--- src/hdl/bphd_pkg.sv ---
// Types and constants of the bounded-probe hash dedup core.
// Used by every module of the core but bphd_table; depends on nothing.
package bphd_pkg;

    localparam logic [31:0] EMPTY_KEY = 32'hffff_ffff;
    localparam logic [31:0] MIX_MUL1  = 32'h7feb_352d;
    localparam logic [31:0] MIX_MUL2  = 32'h846c_a68b;
    localparam int          MIX_SH_A  = 16;
    localparam int          MIX_SH_B  = 15;

    localparam int PROBE_CAP = 1024;
    localparam int USED_W    = 11;
    localparam int PROBE_W   = 10;
    localparam int CAP_W     = 4;
    localparam int LG_W      = 5;
    localparam int CFG_W     = 11;

    localparam logic CFG_CAPACITY_LOG2 = 1'b0;
    localparam logic CFG_MAX_PROBE     = 1'b1;

    typedef enum logic {
        CMD_INSERT = 1'b0,
        CMD_CLEAR  = 1'b1
    } cmd_t;

    typedef enum logic [1:0] {
        OUT_INSERTED  = 2'd0,
        OUT_DUPLICATE = 2'd1,
        OUT_OVERFLOW  = 2'd2,
        OUT_CLEARED   = 2'd3
    } outcome_t;

    typedef enum logic [2:0] {
        ST_SWEEP,
        ST_CLR_OUT,
        ST_IDLE,
        ST_MUL1,
        ST_MUL2,
        ST_SLOT,
        ST_CHECK
    } state_t;

    typedef struct packed {
        logic              upd;
        logic              clr;
        outcome_t          outcome;
        logic [USED_W-1:0] used;
    } stats_cmd_t;

endpackage

--- src/hdl/bphd_mix.sv ---
// Two-stage shift-xor-multiply key finalizer of the dedup core.
// Depends on bphd_pkg for the mixing constants.
module bphd_mix
    import bphd_pkg::*;
(
    input  logic        aclk,
    input  logic [31:0] key,
    output logic [31:0] hash
);

    logic [31:0] prod1_reg;
    logic [31:0] prod2_reg;
    logic [31:0] x1;
    logic [31:0] x2;

    assign x1 = key ^ (key >> MIX_SH_A);
    assign x2 = prod1_reg ^ (prod1_reg >> MIX_SH_B);

    // Free-running stages: the key is held through both multiply states before the hash is used.
    always_ff @(posedge aclk) begin
        prod1_reg <= x1 * MIX_MUL1;
        prod2_reg <= x2 * MIX_MUL2;
    end

    assign hash = prod2_reg ^ (prod2_reg >> MIX_SH_A);

endmodule

--- config.mk ---
export PLATFORM = sky130hd
export DESIGN_NAME = bphd_mix
export DESIGN_NICKNAME = d
export VERILOG_FILES = /design/src/hdl/bphd_pkg.sv /design/src/hdl/bphd_mix.sv
export SDC_FILE = /design/constraint.sdc
export NUM_CORES = 1
export LEC_CHECK = 0
export BUFFER_PORTS_ARGS = -buffer_cell sky130_fd_sc_hd__buf_2
export CORE_MARGIN = 2
export CORE_UTILIZATION = 59
export CTS_CLUSTER_SIZE = 24
export DETAILED_ROUTE_END_ITERATION = 6
export HOLD_SLACK_MARGIN = 0.03
export PLACE_DENSITY = 0.79
export SYNTH_ARGS = -nofsm -noshare
export SYNTH_HDL_FRONTEND = slang
export SYNTH_SLANG_ARGS = --single-unit
--- constraint.sdc ---
create_clock -name aclk -period 20.4 [get_ports aclk]
set_input_delay 2.04 -clock aclk [delete_from_list [all_inputs] [get_ports aclk]]
set_output_delay 2.04 -clock aclk [all_outputs]
set_load 0.05 [all_outputs]
==> results.ini, run 1 <==
[worst_setup_path]
rr_startpoint = prod1_reg[24]
path_cells = buf_2 > xor2_1 > ha_1 > inv_1 > fa_1 > fa_1 > fa_1 > fa_1 > inv_1 > fa_1 > fa_1 > inv_1 > fa_1 > inv_1 > ha_1 > and3_1 > nand2_1 > nor2_1 > a32o_1 > o221ai_2 > o21ai_1 > a21oi_1 > xnor2_1
cp-end-kind = register
path_max_fanout = 9
setup.worst_path.class = primary input to register
cpMaxStageDelayCell = xor2_1
cp_common_cell = fa_1
startpoint_type = primary input
crit_required_ns = 20.67
ff2ff_path_depth = 24
crit_start = key[27]
worstPathArrival_ns = 8.75
max_stage_delay_ns = 0.86

[logic_synthesis]
synthTopCellsByArea = fa_1 (37%), ha_1 (25%), inv_1 (11%)
yosysUniqueCellTypes = 54
synthFlopType = dfxtp_1
synth_area_per_cell_um2 = 10.0
ys_ff_latch = 64
synthArstFlopShare = 0
synth_nets = 2620
netlist.area_leader.share = 0.370
yosys_warnings = 0
syn_inst = 1872
synth.cell_area_um2 = 18700
yosysTopAreaCell = fa_1
synth_seq_area_share = 0.0685
synth_edf_count = 0

[sta]
finalSetupViolCount = 0
worst_slew_pin_slew_ns = 1.09
maxSlewHeadroom = 0.271
tns_ns = 0
fmax_ghz = 0.118
finalCriticalPeriod_ns = 8.48
hold_violations = 0
fin_crit_sh = 0.415
maxSlewViolCount = 0
finClkSkew_ns = 0.00689
rsz0062_at_grt = false

[clocking]
cts_hold_buffers = 0
cts_tree = yes
cts_num_sinks = 64
cts.repair.resized = 0
cts_root_buf = clkbuf_16
cts_buffer_depth = 2
htree_levels = 3
clkTransAtPathRegs_ns = 0.05
post_cts_buffers = 0
cts_made_buffers = 9
worstSkewPairLatency_ns = 0.34

[global_route]
grt_pass1_vias = 14052
grt_pass1_wl_um = 74300
antenna_found_initial = 0
track_usage = 0.296
grt_overflow_total = 0
grt_max_degree = 17

[cells_and_area]
fin_cells = 2347
multi_input_area_um2 = 15200
regArea_um2 = 1280
fillers = 2488
n_antenna_cell = 0
fin_nets = 2688
synthToLayoutAreaGrowth_pct = 5.88
drive_above_1_share = 0.0602

[min_path]
holdCritPathClass = register to register
worstHoldStart = prod1_reg[0]
hold_depth = 2

[detailed_routing]
vias_per_cell = 5.35
drt-total-wl_um = 46400
wl_per_cell_um = 19.8
antenna_left = 0
vias = 12558
first_iter_violations = 627
dr.pass1.iters = 5
drc_errors = 0

[placement]
hpwl_um = 41500
port_buffers = 64
placed_cells = 2331
place_congestion = 0.976

[die]
num_rows = 65
start_util = 0.596
dieArea_um2 = 33200
top_level_ports = 65
die_w_um = 182
die_y_um = 182
coreArea_um2 = 31400

[run]
cap_violations = 0

[status]
outcome = complete, no violations

-- path summary, 6_finish.rpt --
path         slack (ns)             to
min reg2reg        0.67   prod2_reg[0]
max               11.92  prod1_reg[30]
max reg2reg       12.94  prod2_reg[30]
min                0.67   prod2_reg[0]
-- stage by stage --
step | utilization | hold WS, ns | instance area, µm² | setup slack [ns]
CTS | 0.631 | 0.666 | 19800 | 11.99
global route | 0.631 | 0.683 | 19800 | 11.48
detailed placement | 0.621 | 0.666 | 19500 | 11.63
floorplan | - | 0.606 | 18700 | 12.49
finish | 0.631 | 0.673 | 19800 | 11.92
global placement | 0.621 | 0.667 | 19500 | 11.80
-- synth_stat cells (6+ instances only) --
cell      number
inv_1        566
ha_1         369
fa_1         346
xnor2_1      135
xor2_1        76
dfxtp_1       64
nor2_1        50
a21oi_1       47
nand2_1       37
a21o_1        24
o21ai_0       23
buf_4         16
nand3_1       16
a211oi_1      10
and2_1         9
nand2b_1       9
o21bai_1       6
-- layout by cell type, fill, tap and decap left out, types with 4 or more instances in the layout --
cell       count
inv_1        566
ha_1         369
fa_1         346
xnor2_1      135
xor2_1        76
buf_2         64
dfxtp_1       64
nor2_1        50
a21oi_1       47
nand2_1       37
a21o_1        24
o21ai_0       23
nand3_1       16
buf_4         12
a211oi_1      10
and2_1         9
nand2b_1       9
clkbuf_16      9
o21bai_1       6
o21a_1         5
and3_1         4
nor3_1         4
o21ai_1        4
clkbuf_8       4
-- routing by layer --
metal,up-vias,part of all wire,GRT usage
met2,403,0.51,0.534
met4,0,0.067,0.175
li1,5804,-,-
met1,6210,0.38,0.342
met3,141,0.041,0.0297
met5,-,0,0
-- final cells by class --
type | instances | share of cell area
Clock buffer | 14 | 0.0143
Clock inverter | 2 | 0.00177
Inverter | 567 | 0.107
Multi-Input combinational cell | 1222 | 0.766
Sequential cell | 64 | 0.0647
Tap cell | 402 | 0.0254
Timing Repair Buffer | 76 | 0.0207
-- cell families (layout without fill, tap and decap cells) --
group / Yosys count / count (layout) / share of synthesized area
adders and majority gates: 715 / 715 / 0.617
buffers and inverters: 586 / 659 / 0.121
AOI/OAI and AO/OA: 153 / 153 / 0.0585
DFF: 64 / 64 / 0.0685
and+or+nand+nor: 140 / 140 / 0.0339
xor gates and xnor gates: 214 / 214 / 0.101
-- worst max-delay path, delay by kind of cell --
| kind | cells | cell delay (ns) |
|---|---|---|
| AOI/OAI and AO/OA | 4 | 0.81 |
| buffers and inverters | 5 | 0.39 |
| adders and majority gates | 9 | 4.16 |
| and+or+nand+nor | 3 | 0.33 |
| xor gates and xnor gates | 2 | 0.99 |
Power of run 1 is not shown: default switching activity piles up to over one toggle a cycle in this logic, so the estimate is an artifact.
==> run 2: changes to the inputs <==
Clock period 20.4 ns to 8.6 ns, I/O delays scaled along.
==> run 2 against run 1 <==
Effect of this change:
- die area unchanged
- sequential share of layout area about the same
- worst hold slack better by 0.20 ns
- critical path depth down 3
- clock-buffer cell count down 4
- first-iteration DRC count down 18%
- worst setup slack worse by 11 ns
==> results.ini, run 2 (synthesis results as in run 1) <==
[global_route]
grt_max_degree = 17  ; unchanged
grt_pass1_wl_um = 75000  ; was 74300 µm
grt_pass1_vias = 14265  ; was 14.1k
track_usage = 0.300  ; was 0.296
antenna_found_initial = 0  ; unchanged
grt_overflow_total = 0  ; unchanged

[clocking]
cts.repair.resized = 0  ; unchanged
cts_made_buffers = 9  ; unchanged
htree_levels = 3  ; unchanged
clkTransAtPathRegs_ns = 0.06  ; was 0.05 ns
cts_num_sinks = 64  ; unchanged
worstSkewPairLatency_ns = 0.35  ; was 0.34 ns
post_cts_buffers = 0  ; unchanged
cts_root_buf = clkbuf_16  ; unchanged
cts_hold_buffers = 0  ; unchanged
cts_tree = yes  ; unchanged
cts_buffer_depth = 2  ; unchanged

[sta]
finalCriticalPeriod_ns = 7.28
hold_violations = 0  ; unchanged
finalSetupViolCount = 0  ; unchanged
maxSlewHeadroom = 0.328  ; was 0.271
worst_slew_pin_slew_ns = 1.00  ; was 1.09 ns
maxSlewViolCount = 0  ; unchanged
finClkSkew_ns = 0.00776  ; was 0.00689 ns
tns_ns = 0  ; unchanged
fmax_ghz = 0.137
rsz0062_at_grt = false  ; unchanged
fin_crit_sh = 0.846

[worst_setup_path]
crit_end = prod2_reg[31]  ; was prod1_reg[30]
worst_r2r_endpoint = prod2_reg[31]  ; was prod2_reg[30]
path_max_fanout = 11  ; was 9
rrSetupSlack_ns = 1.32  ; was 12.94 ns
setup.worst_path.class = register to register  ; was primary input to register
rr_startpoint = prod1_reg[22]  ; was prod1_reg[24]
startpoint_type = register  ; was primary input
crit_start = prod1_reg[22]  ; was key[27]
crit_required_ns = 8.81  ; was 20.67 ns
worstPathArrival_ns = 7.49  ; was 8.75 ns
cp-end-kind = register  ; unchanged
ff2ff_path_depth = 20  ; was 24

[cells_and_area]
final_cell_mix = inv_1 (566), ha_1 (369), fa_1 (346), xnor2_1 (135), xor2_1 (76)  ; unchanged
mostFrequentLayoutCell = inv_1  ; unchanged
synthToLayoutAreaGrowth_pct = 6.26  ; was 5.88%
fin_cells = 2355  ; was 2347
fin_nets = 2696  ; was 2688
drive_above_1_share = 0.0645  ; was 0.0602
n_antenna_cell = 0  ; unchanged

[die]
coreArea_um2 = 31400  ; unchanged
start_util = 0.596  ; unchanged
die_w_um = 182  ; unchanged
dieArea_um2 = 33200  ; unchanged
die_y_um = 182  ; unchanged
top_level_ports = 65  ; unchanged
num_rows = 65  ; unchanged

[detailed_routing]
first_iter_violations = 516  ; was 627
vias = 12589  ; about the same
drt-total-wl_um = 46900  ; was 46400 µm
dr.pass1.iters = 4  ; was 5
drc_errors = 0  ; unchanged
antenna_left = 0  ; unchanged
vias_per_cell = 5.35  ; about the same
wl_per_cell_um = 19.9  ; was 19.8 µm

[placement]
placed_cells = 2339  ; was 2331
place_congestion = 1.02  ; was 0.976
hpwl_um = 41500  ; about the same
port_buffers = 64  ; unchanged

[run]
cap_violations = 0  ; unchanged

[min_path]
holdCritPathClass = register to register  ; unchanged

[status]
outcome = complete, no violations  ; unchanged

[run 2: worst min-delay path by stage]
stage / startpoint / endpoint / slack (ns) / depth (start not counted)
after floorplan: prod1_reg[0] / prod2_reg[0] / 0.61 / 1
after detailed placement: prod1_reg[0] / prod2_reg[0] / 0.85 / 2
after global routing: prod1_reg[0] / prod2_reg[0] / 0.89 / 2
after CTS: prod1_reg[0] / prod2_reg[0] / 0.86 / 2
final: prod1_reg[0] / prod2_reg[0] / 0.87 / 2
after global placement: prod1_reg[0] / prod2_reg[0] / 0.85 / 2
[run 2: critical path, stage by stage (launching register included)]
cell and delay, ns:
dfxtp_1 0.66, xor2_1 0.84, ha_1 0.46, ha_1 0.26, fa_1 0.49, inv_1 0.05, fa_1 0.49, inv_1 0.06
fa_1 0.45, ha_1 0.30, fa_1 0.50, fa_1 0.41, ha_1 0.39, a21oi_1 0.18, o21ai_0 0.10, a21oi_1 0.28
a31oi_1 0.24, o41a_1 0.42, a211oi_2 0.25, a21oi_1 0.13, xnor2_1 0.15
[run 2: stage by stage]
stage	hold slack [ns]	utilization	setup WS (ns)	instance area, µm²
4_1_cts	0.858	0.633	1.41	19900
6_report	0.873	0.633	1.32	19900
2_1_floorplan	0.606	-	1.87	18700
3_5_place_dp	0.849	0.623	1.16	19600
5_1_grt	0.887	0.633	1.05	19900
3_3_place_gp	0.850	0.623	1.26	19600
[run 2: layout make-up]
type                       count  area, µm²
multi-input combinational   1222      15200
fill                        2576      11500
tap                          402        503
sequential                    64       1280
clock inverter                 6       91.3
inverter                     567       2130
timing repair buffer          84        470
clock buffer                  10        239
[run 2: layer usage]
metal | routed length, µm | GRT usage
met1 | 18000 | 0.343
met2 | 23700 | 0.541
met3 | 2020 | 0.0357
met4 | 3190 | 0.183
met5 | 0 | 0
Power of run 2 is left out for the same reason.
