[src/hdl/bphd_pkg.sv]
// Types and constants of the bounded-probe hash dedup core.
// Used by every module of the core but bphd_table; depends on nothing.
package bphd_pkg;

    localparam logic [31:0] EMPTY_KEY = 32'hffff_ffff;
    localparam logic [31:0] MIX_MUL1  = 32'h7feb_352d;
    localparam logic [31:0] MIX_MUL2  = 32'h846c_a68b;
    localparam int          MIX_SH_A  = 16;
    localparam int          MIX_SH_B  = 15;

    localparam int PROBE_CAP = 1024;
    localparam int USED_W    = 11;
    localparam int PROBE_W   = 10;
    localparam int CAP_W     = 4;
    localparam int LG_W      = 5;
    localparam int CFG_W     = 11;

    localparam logic CFG_CAPACITY_LOG2 = 1'b0;
    localparam logic CFG_MAX_PROBE     = 1'b1;

    typedef enum logic {
        CMD_INSERT = 1'b0,
        CMD_CLEAR  = 1'b1
    } cmd_t;

    typedef enum logic [1:0] {
        OUT_INSERTED  = 2'd0,
        OUT_DUPLICATE = 2'd1,
        OUT_OVERFLOW  = 2'd2,
        OUT_CLEARED   = 2'd3
    } outcome_t;

    typedef enum logic [2:0] {
        ST_SWEEP,
        ST_CLR_OUT,
        ST_IDLE,
        ST_MUL1,
        ST_MUL2,
        ST_SLOT,
        ST_CHECK
    } state_t;

    typedef struct packed {
        logic              upd;
        logic              clr;
        outcome_t          outcome;
        logic [USED_W-1:0] used;
    } stats_cmd_t;

endpackage

[src/hdl/bphd_stats.sv]
// Saturating outcome counters and probe maximum of the dedup core.
// Depends on bphd_pkg for the update struct and outcome codes.
module bphd_stats
    import bphd_pkg::*;
(
    input  logic              aclk,
    input  logic              aresetn,
    input  stats_cmd_t        cmd,
    output logic [31:0]       inserted_total,
    output logic [31:0]       duplicate_total,
    output logic [31:0]       overflow_total,
    output logic [USED_W-1:0] max_probe_seen
);

    logic [31:0]       ins_reg, ins_next;
    logic [31:0]       dup_reg, dup_next;
    logic [31:0]       ovf_reg, ovf_next;
    logic [USED_W-1:0] max_reg, max_next;

    always_comb begin
        ins_next = ins_reg;
        dup_next = dup_reg;
        ovf_next = ovf_reg;
        max_next = max_reg;
        if (cmd.clr) begin
            ins_next = '0;
            dup_next = '0;
            ovf_next = '0;
            max_next = '0;
        end else if (cmd.upd) begin
            if (cmd.used > max_reg) begin
                max_next = cmd.used;
            end
            case (cmd.outcome)
                OUT_INSERTED: begin
                    if (ins_reg != '1) ins_next = ins_reg + 32'd1;
                end
                OUT_DUPLICATE: begin
                    if (dup_reg != '1) dup_next = dup_reg + 32'd1;
                end
                OUT_OVERFLOW: begin
                    if (ovf_reg != '1) ovf_next = ovf_reg + 32'd1;
                end
                default: begin
                end
            endcase
        end
    end

    always_ff @(posedge aclk) begin
        if (!aresetn) begin
            ins_reg <= '0;
            dup_reg <= '0;
            ovf_reg <= '0;
            max_reg <= '0;
        end else begin
            ins_reg <= ins_next;
            dup_reg <= dup_next;
            ovf_reg <= ovf_next;
            max_reg <= max_next;
        end
    end

    assign inserted_total  = ins_reg;
    assign duplicate_total = dup_reg;
    assign overflow_total  = ovf_reg;
    assign max_probe_seen  = max_reg;

endmodule

[config.mk]
export PLATFORM = sky130hd
export DESIGN_NAME = bphd_stats
export DESIGN_NICKNAME = d
export VERILOG_FILES = /design/src/hdl/bphd_pkg.sv /design/src/hdl/bphd_stats.sv
export SDC_FILE = /design/constraint.sdc
export NUM_CORES = 1
export LEC_CHECK = 0
export ABC_CLOCK_PERIOD_IN_PS = 3750
export BUFFER_PORTS_ARGS = -buffer_cell sky130_fd_sc_hd__buf_2
export CORE_MARGIN = 1
export CORE_UTILIZATION = 59
export DETAILED_ROUTE_END_ITERATION = 12
export PLACE_DENSITY = 0.94
export REMOVE_ABC_BUFFERS = 1
export SLEW_MARGIN = 20
export SYNTH_ARGS = -nofsm -noshare
export SYNTH_HDL_FRONTEND = slang
export SYNTH_SLANG_ARGS = --single-unit
[constraint.sdc]
create_clock -name aclk -period 3.75 [get_ports aclk]
set_clock_uncertainty 0.1 [all_clocks]
set_input_delay 0.75 -clock aclk [delete_from_list [all_inputs] [get_ports aclk]]
set_output_delay 0.75 -clock aclk [all_outputs]
set_load 0.03 [all_outputs]
==> results.txt, run 1 <==
status -> completed
cell with the most instances after synthesis -> dfxtp_1
Row Count -> 35
final WL -> 14,200 um
worst-skew pair later-pin latency -> 390 ps
mapped cell area -> 0.00560 mm2
largest cells by area after synthesis -> dfxtp_1 38%, a21oi_1 6.2%, nand2_1 4.9%
Yosys reg bits -> 107
gr usage total -> 28.9%
Die Height -> 99.5 um
yosys warns -> 0
number of antenna violations at the first check in global routing -> 0
# hold bufs at CTS -> 0
Slew @ Worst Pin -> 931 ps
core area -> 0.00924 mm2
Worst-path clk slew -> 120 ps
simple-gate area share of the yosys netlist -> 32.0%
critical path type -> reg -> reg
max-slew violation count -> 0
global routing's busiest layer -> met2
adder-cell area share of the yosys netlist -> 3.13%
top cell type's share of synthesized area -> 38.2%
Max Fclk -> 382 MHz
synthesis-to-layout area growth -> 16.5%
compound-gate portion of the synthesized area -> 17.1%
H-tree Lvls -> 3
initial DRC count -> 260
starting density of the core -> 60.6%
first-pass GRT wire length -> 23,500 um
Routed Antenna Nets -> 0
type of origin of the critical path -> flop
CTS tree -> done
largest family of logic cells by synthesized area -> simple AND/OR/NAND/NOR gates
via count -> 5,814
Slew headroom -> 37.9%
mux cell area share after synthesis -> 3.22%
Seq/Total Area, Yosys -> 38.2%
dpl ws -> 729 ps
Inserted Clock Buffers -> 9
Setup WS post-layout -> 1130 ps
DR vias/cell -> 6.27
routed len/inst -> 15.4 um
Max Cap Viol -> 0
Cell variety after synth -> 50
# IOs -> 124
IO buf count -> 123
DRC errors left -> 0
Pwr Density -> 307 mW/mm2
min Tclk post-route -> 2620 ps
Pre-antenna DRT Iters -> 5
top_reg_cell synth -> dfxtp_1
XOR/XNOR Fraction of Synth Area -> 2.50%
largest net degree at the start of global routing -> 48
Die ar. -> 0.00989 mm2
arrival time at the worst endpoint -> 2830 ps
post-synth top area cell -> dfxtp_1
commonest cells in the netlist -> 107 x dfxtp_1, 73 x nand2_1, 69 x a21oi_1, 41 x or3_1
met3 usage -> 6.47%
number of global-route vias before repair -> 5,308
Syn Inst Count -> 684
Fillers -> 725
DP Area -> 0.00631 mm2
CP endpoint kind -> flop
P_leak -> 2.43 nW
fin area -> 0.00653 mm2
HP Class -> reg -> reg
number of synthesized flops with an enable pin -> 0
TNS Setup -> 0 ps
root buf cell -> clkbuf_8
Crit Path Max Fanout -> 31
routability cong. -> 0.891
clock buffer depth -> 2
clk sinks -> 107
crit share post-route -> 69.8%
nets@finish -> 825
Synth async-reset ratio -> 0%
VDD IR max -> 177 uV
met1 usage -> 35.6%
setup violators final -> 0
share of cells above drive strength 1 -> 20.3%
Diodes inserted -> 0
GR Util met2 -> 48.7%
syn_area_per_cell -> 8.19 um2
Post-CTS Setup Bufs -> 0
GR Overflow Total -> 0
RSZ-0062 raised after global routing -> no
Crit path required time -> 3960 ps
Worst Hold Slack -> 379 ps
CTS-repair resized insts -> 0
final hold vios -> 0
die width -> 99.5 um
DPL Wire Length -> 10,100 um
[where the power goes]
group,switching (mW),total [mW],internal [mW],leakage (nW)
combinational,0.0692,0.105,0.0361,1.46
clock,0.437,0.757,0.320,0.103
sequential,0.00457,1.15,1.14,0.862
[flip-flops by register name, summed over array words and instances (netlist names)]
name / flops
duplicate_total: 32
inserted_total: 32
max_probe_seen: 11
overflow_total: 32
[final timing paths]
check / from / to / slack, ps / cells past startpoint
worst max register to register: duplicate_total[0] / duplicate_total[9] / 1130 / 6
worst min register to register: max_probe_seen[5] / max_probe_seen[5] / 380 / 2
worst min-delay path: max_probe_seen[5] / max_probe_seen[5] / 380 / 2
worst max-delay path: duplicate_total[0] / duplicate_total[9] / 1130 / 6
[metal layers]
metal  up-vias  part of all wire, %
met5         -                    0
met4         0                  2.0
met3        28                  7.6
met2       258                   48
met1      2729                   42
li1       2799                    -
[logic make-up (layout without fill, tap and decap cells)]
| family | after synthesis | in the layout |
|---|---|---|
| adders and majority gates | 14 | 14 |
| and+or+nand+nor | 311 | 311 |
| xor gates and xnor gates | 16 | 16 |
| AOI/OAI and AO/OA | 165 | 165 |
| buffers and inverters | 53 | 168 |
| muxes | 18 | 18 |
| DFF | 107 | 107 |
[stage by stage]
stage                     power [mW]  instances  utilization [%]
after floorplan                 1.24        651                -
after global placement          1.27        911             68.3
after detailed placement        1.28        911             68.3
after CTS                       2.01        927             70.5
after global routing            2.07        928             70.7
final                           2.01        928             70.7
[cell type report]
class,instances,area [um2],share of cell area (%)
Multi-Input combinational cell,524,3260,50.0
Sequential cell,107,2140,32.8
Timing Repair Buffer,132,683,10.5
Tap cell,129,161,2.47
Clock buffer,9,124,1.90
Clock inverter,7,80.1,1.23
Inverter,20,75.1,1.15
[placed cells by master (no fill, tap or decap), drive strengths merged, types with 14 or more instances in the layout]
| master | instances |
|---|---|
| inv | 24 |
| nand4 | 42 |
| a21oi | 69 |
| buf | 132 |
| or3 | 41 |
| o21ai | 44 |
| nor2 | 32 |
| nand2 | 73 |
| mux2i | 18 |
| or4 | 25 |
| o31ai | 21 |
| ha | 14 |
| dfxtp | 107 |
| nand3 | 30 |
[critical path: stages (launching register included)]
cell and delay [ps]:
dfxtp_1 440, ha_1 240, nand4_1 130, nor3_1 380, and3_1 850, o21ai_0 250
a21oi_1 160
(Power assumes the default switching activity.)
==> run 2: changes to the inputs <==
--- a/config.mk
+++ b/config.mk
@@ -5,12 +5,12 @@
 export SDC_FILE = /design/constraint.sdc
 export NUM_CORES = 1
 export LEC_CHECK = 0
-export ABC_CLOCK_PERIOD_IN_PS = 3750
+export ABC_CLOCK_PERIOD_IN_PS = 2700
 export BUFFER_PORTS_ARGS = -buffer_cell sky130_fd_sc_hd__buf_2
 export CORE_MARGIN = 1
-export CORE_UTILIZATION = 59
+export CORE_UTILIZATION = 55
 export DETAILED_ROUTE_END_ITERATION = 12
-export PLACE_DENSITY = 0.94
+export PLACE_DENSITY = 0.89
 export REMOVE_ABC_BUFFERS = 1
 export SLEW_MARGIN = 20
 export SYNTH_ARGS = -nofsm -noshare
==> constraint.sdc (replaced) <==
create_clock -name aclk -period 2.7 [get_ports aclk]
set_clock_uncertainty 0.1 [all_clocks]
set_input_delay 0.54 -clock aclk [delete_from_list [all_inputs] [get_ports aclk]]
set_output_delay 0.54 -clock aclk [all_outputs]
set_load 0.03 [all_outputs]
==> run 2 against run 1 <==
Via count is 0.40% higher. Global-route usage is 1.1 points lower. Sequential share of layout area is 0.27 points lower. Die area is 7.1% higher. Critical endpoint is now duplicate_total[30]. Sequential power is 38% higher. Flip-flop and latch count stayed put. Count of clock-buffer cells in the layout is 4 higher. Combinational power is 47% higher. Setup slack worse by 910 ps. Critical path depth stayed put.
==> results.txt, run 2 (same netlist as run 1, synthesis figures left out) <==
DPL Wire Length -> 10,500 um
status -> completed
Die ar. -> 0.0106 mm2
VDD IR max -> 243 uV
commonest non-fill, non-tap cell in the layout -> buf_2
routed len/inst -> 15.6 um
Slew headroom -> 53.6%
arrival time at the worst endpoint -> 2680 ps
DRC errors left -> 0
worst-skew pair later-pin latency -> 370 ps
nets@finish -> 836
RSZ-0062 raised after global routing -> no
gr usage total -> 27.8%
# IOs -> 124
Row Count -> 36
final hold vios -> 0
CTS tree -> done
routability cong. -> 0.843
DR vias/cell -> 6.20
starting density of the core -> 57.1%
Crit path required time -> 2900 ps
# hold bufs at CTS -> 0
largest net degree at the start of global routing -> 48
TNS Setup -> 0 ps
FF/Latch Area -> 0.00214 mm2
die width -> 103 um
Max Cap Viol -> 0
final WL -> 14,700 um
first-pass GRT wire length -> 23,600 um
number of global-route vias before repair -> 5,378
Pwr Density -> 400 mW/mm2
clock buffer depth -> 2
commonest non-fill, non-tap cells in the layout -> 123 x buf_2, 107 x dfxtp_1, 73 x nand2_1
Crit Path Max Fanout -> 7
core area -> 0.00982 mm2
Post-CTS Setup Bufs -> 0
P_leak -> 2.47 nW
critical path type -> reg -> reg
Max Fclk -> 403 MHz
type of origin of the critical path -> flop
share of cells above drive strength 1 -> 20.6%
post-layout util -> 67.0%
CP endpoint kind -> flop
root buf cell -> clkbuf_8
setup violators final -> 0
Diodes inserted -> 0
synthesis-to-layout area growth -> 17.5%
Fillers -> 828
CTS-repair resized insts -> 0
GR Overflow Total -> 0
Die Height -> 103 um
via count -> 5,837
Pre-antenna DRT Iters -> 5
crit share post-route -> 91.8%
Inserted Clock Buffers -> 9
number of antenna violations at the first check in global routing -> 0
multi-input logic area -> 0.00326 mm2
initial DRC count -> 353
max-slew violation count -> 0
IO buf count -> 123
min Tclk post-route -> 2480 ps
Routed Antenna Nets -> 0
Slew @ Worst Pin -> 690 ps
H-tree Lvls -> 3
HP Class -> in -> reg
clk sinks -> 107
Worst-path clk slew -> 100 ps
==> run 2: worst max-delay path, stage by stage, from the launching register on <==
cell,delay [ps]
dfxtp_1,440
ha_1,260
and4_1,320
nand4_1,220
or4_1,570
or3_1,350
a21oi_1,150
==> run 2: per-stage QoR <==
stage                     hold slack, ps  total power, mW  instance area [um2]  cells  setup slack, ps
final                                326             2.63                 6580    942              220
after global routing                 323             2.72                 6580    942              116
after CTS                            315             2.65                 6580    942              261
after detailed placement             369             1.78                 6420    927              255
after global placement               354             1.77                 6420    927              371
after floorplan                      494             1.72                 5470    651            -55.0
==> run 2: power breakdown <==
part / internal [mW] / switching [mW]
combinational: 0.0564 / 0.0976
clock: 0.357 / 0.530
sequential: 1.58 / 0.00611
==> run 2: worst paths after layout <==
kind	start	endpoint	slack, ps	depth (start not counted)
setup / recovery	duplicate_total[0]	duplicate_total[30]	220	6
hold reg to reg	max_probe_seen[9]	max_probe_seen[9]	380	2
hold / removal	cmd[3]	max_probe_seen[3]	330	3
setup reg to reg	duplicate_total[0]	duplicate_total[30]	220	6
==> run 2: final cells by class <==
class,instances,share of cell area [%]
clock buffer,13,2.26
clock inverter,2,0.190
inverter,20,1.14
multi-input combinational,524,49.5
sequential,107,32.5
tap,133,2.53
timing repair buffer,143,11.8
==> run 2: per-layer routing <==
metal | wire [um] | GRT usage (%) | part of all wire (%)
met1 | 6250 | 33.3 | 43
met2 | 7180 | 48.4 | 49
met3 | 968 | 4.61 | 6.6
met4 | 291 | 13.4 | 2.0
met5 | 0 | 0 | 0
